### src/sv/talc_pkg.sv
// shared types and constants for the touch alarm led controller
`default_nettype none

package talc_pkg;

   // field widths
   localparam int COUNT_W = 16;
   localparam int THR_W   = 16;
   localparam int REQ_W   = 24;
   localparam int RSP_W   = 8;

   localparam logic [THR_W-1:0] THRESHOLD_RESET = 16'd1280;

   // configuration register indexes
   localparam logic CSR_THR_RIGHT = 1'b0;
   localparam logic CSR_THR_LEFT  = 1'b1;

   // alarm mode codes
   localparam logic [1:0] MODE_ARMED    = 2'd0;
   localparam logic [1:0] MODE_DISARMED = 2'd1;
   localparam logic [1:0] MODE_ALARM    = 2'd2;

   // preset codes
   localparam logic [1:0] PRESET_NONE  = 2'd0;
   localparam logic [1:0] PRESET_OFF   = 2'd1;
   localparam logic [1:0] PRESET_FIRST = 2'd2;

   // electrode masks and blink periods
   localparam logic [1:0] BIT_RIGHT = 2'b01;
   localparam logic [1:0] BIT_LEFT  = 2'b10;
   localparam logic [1:0] BIT_BOTH  = 2'b11;

   localparam logic [7:0] BLINK_ARMED    = 8'd5;
   localparam logic [7:0] BLINK_DISARMED = 8'd10;
   localparam logic [7:0] BLINK_ALARM    = 8'd2;

   // controller state carried from request to request
   typedef struct packed {
      logic       scanning_left;
      logic [1:0] touched;
      logic [1:0] scanned;
      logic [1:0] alarm_latch;
      logic [2:0] tick_prescale;
      logic [7:0] blink_count;
      logic [1:0] preset_pending;
      logic [1:0] led_bits;
   } talc_state_type;

   // one result item
   typedef struct packed {
      logic [1:0] touched_bits;
      logic       scan_electrode;
      logic       start_scan;
      logic       led_second;
      logic       led_first;
   } talc_result_type;

endpackage

`default_nettype wire

### src/sv/talc_step.sv
// next-state and result logic for one tick request
`default_nettype none

module talc_step
   import talc_pkg::*;
#(
   parameter int LED_PRESCALE = 5
) (
   input  wire talc_state_type        cur_state,
   input  wire logic [THR_W-1:0]      threshold_right,
   input  wire logic [THR_W-1:0]      threshold_left,
   input  wire logic                  scan_done,
   input  wire logic [COUNT_W-1:0]    scan_count,
   input  wire logic [1:0]            alarm_mode,
   input  wire logic [1:0]            start_over,
   input  wire logic                  clear_latch,
   output talc_state_type             nxt_state,
   output talc_result_type            result
);

   localparam logic [2:0] PRESCALE_CNT = 3'(LED_PRESCALE);

   // led pattern update: both toggle, one toggles with the other off, or both off
   function automatic logic [1:0] led_pattern(input logic [1:0] led, input logic [1:0] pat);
      logic [1:0] res;
      begin
         case (pat)
            BIT_BOTH:  res = led ^ BIT_BOTH;
            BIT_RIGHT: res = (led ^ BIT_RIGHT) & BIT_RIGHT;
            BIT_LEFT:  res = (led ^ BIT_LEFT) & BIT_LEFT;
            default:   res = 2'b00;
         endcase
         return res;
      end
   endfunction

   talc_state_type   st;
   logic             start;
   logic [1:0]       sel;
   logic [THR_W-1:0] thr;
   logic [2:0]       tick_inc;
   logic [7:0]       blink_inc;

   always_comb begin
      st        = cur_state;
      start     = 1'b0;
      sel       = BIT_RIGHT;
      thr       = threshold_right;
      blink_inc = cur_state.blink_count + 8'd1;

      // latch clear comes first
      if (clear_latch) begin
         st.alarm_latch = 2'b00;
      end

      // sensor step, frozen while the latch is full
      if (st.alarm_latch != BIT_BOTH && scan_done) begin
         if (cur_state.scanning_left) begin
            sel = BIT_LEFT;
            thr = threshold_left;
         end
         st.scanned = st.scanned | sel;
         if (scan_count > thr) begin
            st.touched = st.touched | sel;
         end else begin
            st.touched = st.touched & ~sel;
         end
         st.scanning_left = ~cur_state.scanning_left;
         start = 1'b1;
      end

      // preset capture
      if (start_over == PRESET_OFF || start_over == PRESET_FIRST) begin
         st.preset_pending = start_over;
      end

      // led step prescaler
      tick_inc         = cur_state.tick_prescale + 3'd1;
      st.tick_prescale = tick_inc;
      if (tick_inc >= PRESCALE_CNT) begin
         st.tick_prescale = 3'd0;

         case (st.preset_pending)
            PRESET_OFF:   st.led_bits = 2'b00;
            PRESET_FIRST: st.led_bits = BIT_RIGHT;
            default:      ;
         endcase
         st.preset_pending = PRESET_NONE;

         case (alarm_mode)
            MODE_ARMED: begin
               st.blink_count = blink_inc;
               if (blink_inc >= BLINK_ARMED) begin
                  st.blink_count = 8'd0;
                  st.led_bits    = st.led_bits ^ BIT_BOTH;
               end
            end
            MODE_DISARMED: begin
               st.blink_count = blink_inc;
               if (blink_inc >= BLINK_DISARMED && st.scanned == BIT_BOTH) begin
                  st.blink_count = 8'd0;
                  st.led_bits    = led_pattern(st.led_bits, st.touched);
                  st.scanned     = 2'b00;
               end
            end
            MODE_ALARM: begin
               if (st.alarm_latch != BIT_BOTH && st.scanned == BIT_BOTH) begin
                  st.alarm_latch = st.alarm_latch | st.touched;
                  st.scanned     = 2'b00;
               end
               st.blink_count = blink_inc;
               if (blink_inc >= BLINK_ALARM) begin
                  st.blink_count = 8'd0;
                  if (st.alarm_latch != 2'b00) begin
                     st.led_bits = led_pattern(st.led_bits, st.alarm_latch);
                  end
               end
            end
            default: ;
         endcase
      end
   end

   assign nxt_state             = st;
   assign result.led_first      = st.led_bits[0];
   assign result.led_second     = st.led_bits[1];
   assign result.start_scan     = start;
   assign result.scan_electrode = st.scanning_left;
   assign result.touched_bits   = st.touched;

endmodule

`default_nettype wire

### src/sv/touch_alarm_led_controller_core.sv
// top level of the touch alarm led controller
//
// One request is one tick: it carries the scan status of the current
// electrode, the alarm mode, a preset request and a latch clear. Every
// accepted request yields exactly one response with the two led states,
// the scan start strobe, the electrode now being scanned and the touched bits.
// The csr port writes the right (index 0) and left (index 1) touch thresholds;
// write them only while no request is in flight.
// A response is registered in the output register, or in the skid register
// on a stall. Throughput is one request per cycle while req_tready is high,
// set by the single state register that the tick logic updates per accept.
// The response side holds a two-entry buffer (output register plus skid
// register); when the receiver stalls, one more request is still taken
// and req_tready drops only once both entries are full.
// Reset clears all tick state and both buffer entries and reloads the
// thresholds with 1280.
`default_nettype none

module touch_alarm_led_controller_core
   import talc_pkg::*;
#(
   parameter int LED_PRESCALE = 5
) (
   input  wire logic             clock,
   input  wire logic             reset,
   // request: [0] scan_done, [16:1] scan_count, [18:17] alarm_mode,
   // [20:19] start_over, [21] clear_latch, [23:22] zero
   input  wire logic             req_tvalid,
   output      logic             req_tready,
   input  wire logic [REQ_W-1:0] req_tdata,
   // response: [0] led_first, [1] led_second, [2] start_scan,
   // [3] scan_electrode, [5:4] touched_bits, [7:6] zero
   output      logic             rsp_tvalid,
   input  wire logic             rsp_tready,
   output      logic [RSP_W-1:0] rsp_tdata,
   // threshold writes
   input  wire logic             csr_we,
   input  wire logic             csr_addr,
   input  wire logic [THR_W-1:0] csr_wdata
);

   talc_state_type   state_ff;
   talc_state_type   state_in;
   talc_result_type  result;
   logic [THR_W-1:0] thr_right_ff;
   logic [THR_W-1:0] thr_left_ff;
   logic             req_accept;
   logic             rsp_valid_ff;
   logic             skid_valid_ff;
   logic [RSP_W-1:0] rsp_data_ff;
   logic [RSP_W-1:0] skid_data_ff;
   logic [RSP_W-1:0] new_data;

   assign req_accept = req_tvalid && req_tready;

   // tick logic
   talc_step #(
      .LED_PRESCALE (LED_PRESCALE)
   ) u_step (
      .cur_state       (state_ff),
      .threshold_right (thr_right_ff),
      .threshold_left  (thr_left_ff),
      .scan_done       (req_tdata[0]),
      .scan_count      (req_tdata[16:1]),
      .alarm_mode      (req_tdata[18:17]),
      .start_over      (req_tdata[20:19]),
      .clear_latch     (req_tdata[21]),
      .nxt_state       (state_in),
      .result          (result)
   );

   assign new_data = {2'b00, result};

   // threshold registers
   always_ff @(posedge clock) begin
      if (reset) begin
         thr_right_ff <= THRESHOLD_RESET;
         thr_left_ff  <= THRESHOLD_RESET;
      end else if (csr_we) begin
         case (csr_addr)
            CSR_THR_RIGHT: thr_right_ff <= csr_wdata;
            CSR_THR_LEFT:  thr_left_ff  <= csr_wdata;
            default:       ;
         endcase
      end
   end

   // tick state, updated on each accepted request
   always_ff @(posedge clock) begin
      if (reset) begin
         state_ff <= '0;
      end else if (req_accept) begin
         state_ff <= state_in;
      end
   end

   // output register with skid entry
   always_ff @(posedge clock) begin
      if (reset) begin
         rsp_valid_ff  <= 1'b0;
         skid_valid_ff <= 1'b0;
      end else if (rsp_valid_ff && !rsp_tready) begin
         if (req_accept) begin
            skid_valid_ff <= 1'b1;
         end
      end else if (skid_valid_ff) begin
         rsp_valid_ff  <= 1'b1;
         skid_valid_ff <= 1'b0;
      end else begin
         rsp_valid_ff <= req_accept;
      end
   end

   always_ff @(posedge clock) begin
      if (rsp_valid_ff && !rsp_tready) begin
         if (req_accept) begin
            skid_data_ff <= new_data;
         end
      end else if (skid_valid_ff) begin
         rsp_data_ff <= skid_data_ff;
      end else if (req_accept) begin
         rsp_data_ff <= new_data;
      end
   end

   assign req_tready = !skid_valid_ff;
   assign rsp_tvalid = rsp_valid_ff;
   assign rsp_tdata  = rsp_data_ff;

endmodule

`default_nettype wire

### config.mk
export PLATFORM = sky130hd
export DESIGN_NAME = touch_alarm_led_controller_core
export DESIGN_NICKNAME = d
export VERILOG_FILES = /design/src/sv/talc_pkg.sv /design/src/sv/talc_step.sv /design/src/sv/touch_alarm_led_controller_core.sv
export SDC_FILE = /design/constraint.sdc
export NUM_CORES = 1
export LEC_CHECK = 0
export BUFFER_PORTS_ARGS = -buffer_cell sky130_fd_sc_hd__buf_4
export CORE_MARGIN = 1
export CORE_UTILIZATION = 54
export CTS_BUF_LIST = sky130_fd_sc_hd__clkbuf_8
export CTS_CLUSTER_DIAMETER = 100
export DETAILED_ROUTE_END_ITERATION = 16
export HOLD_SLACK_MARGIN = 0.12
export PLACE_DENSITY = 0.88
export SLEW_MARGIN = 5
export SYNTH_ARGS = -nofsm -noshare
export SYNTH_HDL_FRONTEND = slang
export SYNTH_SLANG_ARGS = --single-unit
### constraint.sdc
create_clock -name clock -period 3.5 [get_ports clock]
set_input_delay 0.35 -clock clock [delete_from_list [all_inputs] [get_ports clock]]
set_output_delay 0.35 -clock clock [all_outputs]
set_load 0.01 [all_outputs]
==> insert_results.sql <==
INSERT INTO impl_metrics (metric_group, metric, value, unit) VALUES
('power', 'intPower', '1.30', 'mW'),
('timing', 'fmax', '309', 'MHz'),
('clock_tree', 'postCtsHoldBufs', '0', ''),
('setup_path', 'slack_of_the_worst_reg_to_reg_path', '0.26', 'ns'),
('power', 'switchingPower', '0.471', 'mW'),
('place', 'placed_cell_area', '4300', 'um^2'),
('synthesis', 'synthesis.area', '3870', 'um^2'),
('setup_path', 'critical_path.reg2reg.endpoint', 'rsp_tdata[0]', ''),
('clock_tree', 'clockBufferDepth', '2', ''),
('status', 'run_status', 'complete, no violations', ''),
('place', 'post_dp_hpwl', '6120', 'um'),
('timing', 'drv_slew', '0', ''),
('min_path', 'holdCritStartpoint', 'csr_wdata[8]', ''),
('clock_tree', 'clock_latency', '0.34', 'ns'),
('drt', 'detail_route.first_pass.iterations', '4', ''),
('setup_path', 'setup.worst_path.start_class', 'flip-flop', ''),
('synthesis', 'synthFlopType', 'sky130_fd_sc_hd__dfxtp_1', ''),
('timing', 'layout_setup_ws', '0.263', 'ns'),
('global_routing', 'gr-total-overflow', '0', ''),
('power', 'share_clk_of_total_power', '0.363', ''),
('global_routing', 'grt_max_degree', '58', ''),
('clock_tree', 'cts_buffers', '9', ''),
('finish', 'finalCoreUtilization', '0.654', ''),
('timing', 'finalCriticalPeriod', '3.24', 'ns'),
('timing', 'remaining_max_slew_budget_at_the_tightest_pin', '0.504', ''),
('floorplan', 'dieWidth', '86.6', 'um'),
('setup_path', 'r2r_start', 'state_ff[21]', ''),
('setup_path', 'cells_on_worst_reg2reg_path', '11', ''),
('drt', 'drtAntennaViolNets', '0', ''),
('finish', 'antennaDiodeCount', '0', ''),
('min_path', 'min_path_cells', '3', ''),
('clock_tree', 'cts_root_buffer', 'sky130_fd_sc_hd__clkbuf_8', ''),
('floorplan', 'row_count', '30', ''),
('setup_path', 'cp_data_arrival_time', '3.32', 'ns'),
('power', 'fin_total_pwr', '1.77', 'mW'),
('clock_tree', 'clock_tree_from_tritoncts', 'built', ''),
('synthesis', 'yosys_register_bits', '68', ''),
('setup_path', 'criticalPathCategory', 'reg2reg', ''),
('setup_path', 'worst_path_max_fanout', '12', ''),
('synthesis', 'async_reset_ff_frac', '0', ''),
('power', 'power.share.sequential', '0.484', ''),
('drt', 'drt_iter0_drc', '250', ''),
('finish', 'layout.cells.non_filler', '615', ''),
('finish', 'final_cell_mix', 'sky130_fd_sc_hd__nand2_1, sky130_fd_sc_hd__a21oi_1, sky130_fd_sc_hd__buf_4', ''),
('floorplan', 'initial_core_util', '0.563', ''),
('floorplan', 'pin_count', '56', ''),
('setup_path', 'worst_ep_required_time', '3.59', 'ns'),
('timing', 'post-route-period-util', '0.925', ''),
('place', 'routability_congestion_estimate', '0.892', ''),
('timing', 'fin_setup_tns', '0', 'ns'),
('min_path', 'tightest_hold_check_type', 'in2reg', ''),
('clock_tree', 'cts_post_setup_buffers_inserted', '0', ''),
('global_routing', 'antenna_violations_before_repair', '0', ''),
('place', 'placed_cells_incl_taps', '600', ''),
('drt', 'routed-via-count', '3445', ''),
('finish', 'flow.area_growth_from_synthesis', '16.1', '%'),
('finish', 'mostFrequentLayoutCell', 'sky130_fd_sc_hd__nand2_1', ''),
('timing', 'least_margin_pin_slew', '0.743', 'ns'),
('place', 'placement.io_buffers', '51', ''),
('synthesis', 'netlist.area_leader.share', '0.290', ''),
('clock_tree', 'clock_tree.htree_level_count', '3', ''),
('clock_tree', 'clkSinkCount', '68', ''),
('drt', 'totalWireLength', '8640', 'um'),
('floorplan', 'die_outline_area', '7500', 'um^2'),
('global_routing', 'grt_use_total', '0.247', ''),
('floorplan', 'floorplan.die.height', '86.6', 'um'),
('finish', 'drive_gt1_frac', '0.183', ''),
('synthesis', 'post_synth.cell_area_avg', '8.23', 'um^2'),
('timing', 'rsz0062_at_grt', 'false', ''),
('synthesis', 'synthDistinctLibCells', '63', ''),
('place', 'dp_slack', '0.0571', 'ns');
[logic make-up after synthesis]
| family | synth area share |
|---|---|
| other cells | 0.000970 |
| mux | 0.0573 |
| flops | 0.383 |
| compound gates | 0.188 |
| buf+inv | 0.0524 |
| xor+xnor | 0.00680 |
| fa+ha+maj | 0.0841 |
| simple gates | 0.228 |
[worst max-delay path: stages, from the launching register on]
cell and delay [ns]:
sky130_fd_sc_hd__dfxtp_2 0.55, sky130_fd_sc_hd__buf_4 0.21, sky130_fd_sc_hd__mux2i_1 0.22, sky130_fd_sc_hd__ha_1 0.27
sky130_fd_sc_hd__a21oi_1 0.16, sky130_fd_sc_hd__o21a_1 0.14, sky130_fd_sc_hd__nor3_1 0.04, sky130_fd_sc_hd__a2111o_2 0.51
sky130_fd_sc_hd__a31o_2 0.23, sky130_fd_sc_hd__a31o_2 0.23, sky130_fd_sc_hd__a211oi_2 0.27, sky130_fd_sc_hd__o31ai_1 0.13
[registers in the layout, indices dropped and copies added, names as in the netlist]
register       cells
rsp_tdata          6
skid_valid_ff      1
state_ff          22
thr_right_ff      16
rsp_tvalid         1
thr_left_ff       16
skid_data_ff       6
[Yosys cell counts (all sizes together) (2+ instances only)]
library cell / number
mux2: 6
a31oi: 3
edfxtp: 12
or2: 2
a311o: 2
a31o: 3
clkbuf: 18
a211oi: 8
nor3b: 4
nand3: 11
xnor2: 2
nand2b: 4
a21oi: 59
o31ai: 2
or3: 4
nor2b: 4
ha: 26
nor4: 2
nand3b: 5
dfxtp: 56
nor3: 14
and2: 3
o21ai: 21
o22ai: 3
nand4: 4
and3: 5
inv: 19
nor2: 28
o21a: 5
buf: 7
nand2: 96
mux2i: 15
[routing by layer]
metal / wire length (um) / track usage / part of all wire / vias to the layer above
met5: 0 / 0 / 0 / -
li1: - / - / - / 1737
met4: 200 / 0.115 / 0.023 / 0
met1: 3850 / 0.301 / 0.45 / 1593
met3: 363 / 0.0410 / 0.042 / 23
met2: 4230 / 0.424 / 0.49 / 92
[worst max-delay path by stage]
| stage | startpoint | endpoint | slack (ns) | depth (start not counted) |
|---|---|---|---|---|
| after floorplan | state_ff[21] | rsp_tdata[0] | 0.05 | 12 |
| after global placement | state_ff[21] | rsp_tdata[1] | 0.13 | 10 |
| after detailed placement | state_ff[21] | rsp_tdata[1] | 0.06 | 11 |
| after CTS | state_ff[21] | rsp_tdata[0] | 0.05 | 11 |
| after global routing | state_ff[21] | rsp_tdata[1] | 0.1 | 9 |
| final | state_ff[21] | rsp_tdata[0] | 0.26 | 11 |
[power groups by stage]
stage | registers [mW] | logic (mW) | clock network, mW
2_1_floorplan | 0.868 | 0.169 | 0
3_3_place_gp | 0.871 | 0.254 | 0
3_5_place_dp | 0.873 | 0.266 | 0
4_1_cts | 0.855 | 0.268 | 0.640
5_1_grt | 0.859 | 0.300 | 0.678
6_report | 0.856 | 0.270 | 0.643
[area by class of cell]
cell class / count / area, um^2
tap: 96 / 120
multi-input combinational: 358 / 2190
clock inverter: 5 / 53.8
inverter: 20 / 75.1
sequential: 68 / 1480
fill: 568 / 2380
clock buffer: 10 / 138
timing repair buffer: 58 / 435
[timing repair]
action | in CTS | in global routing
setup endpoints to repair | 0 | 3
hold endpoints to repair | 0 | 0
gates resized for setup | 0 | 1
(Power assumes the default switching activity.)
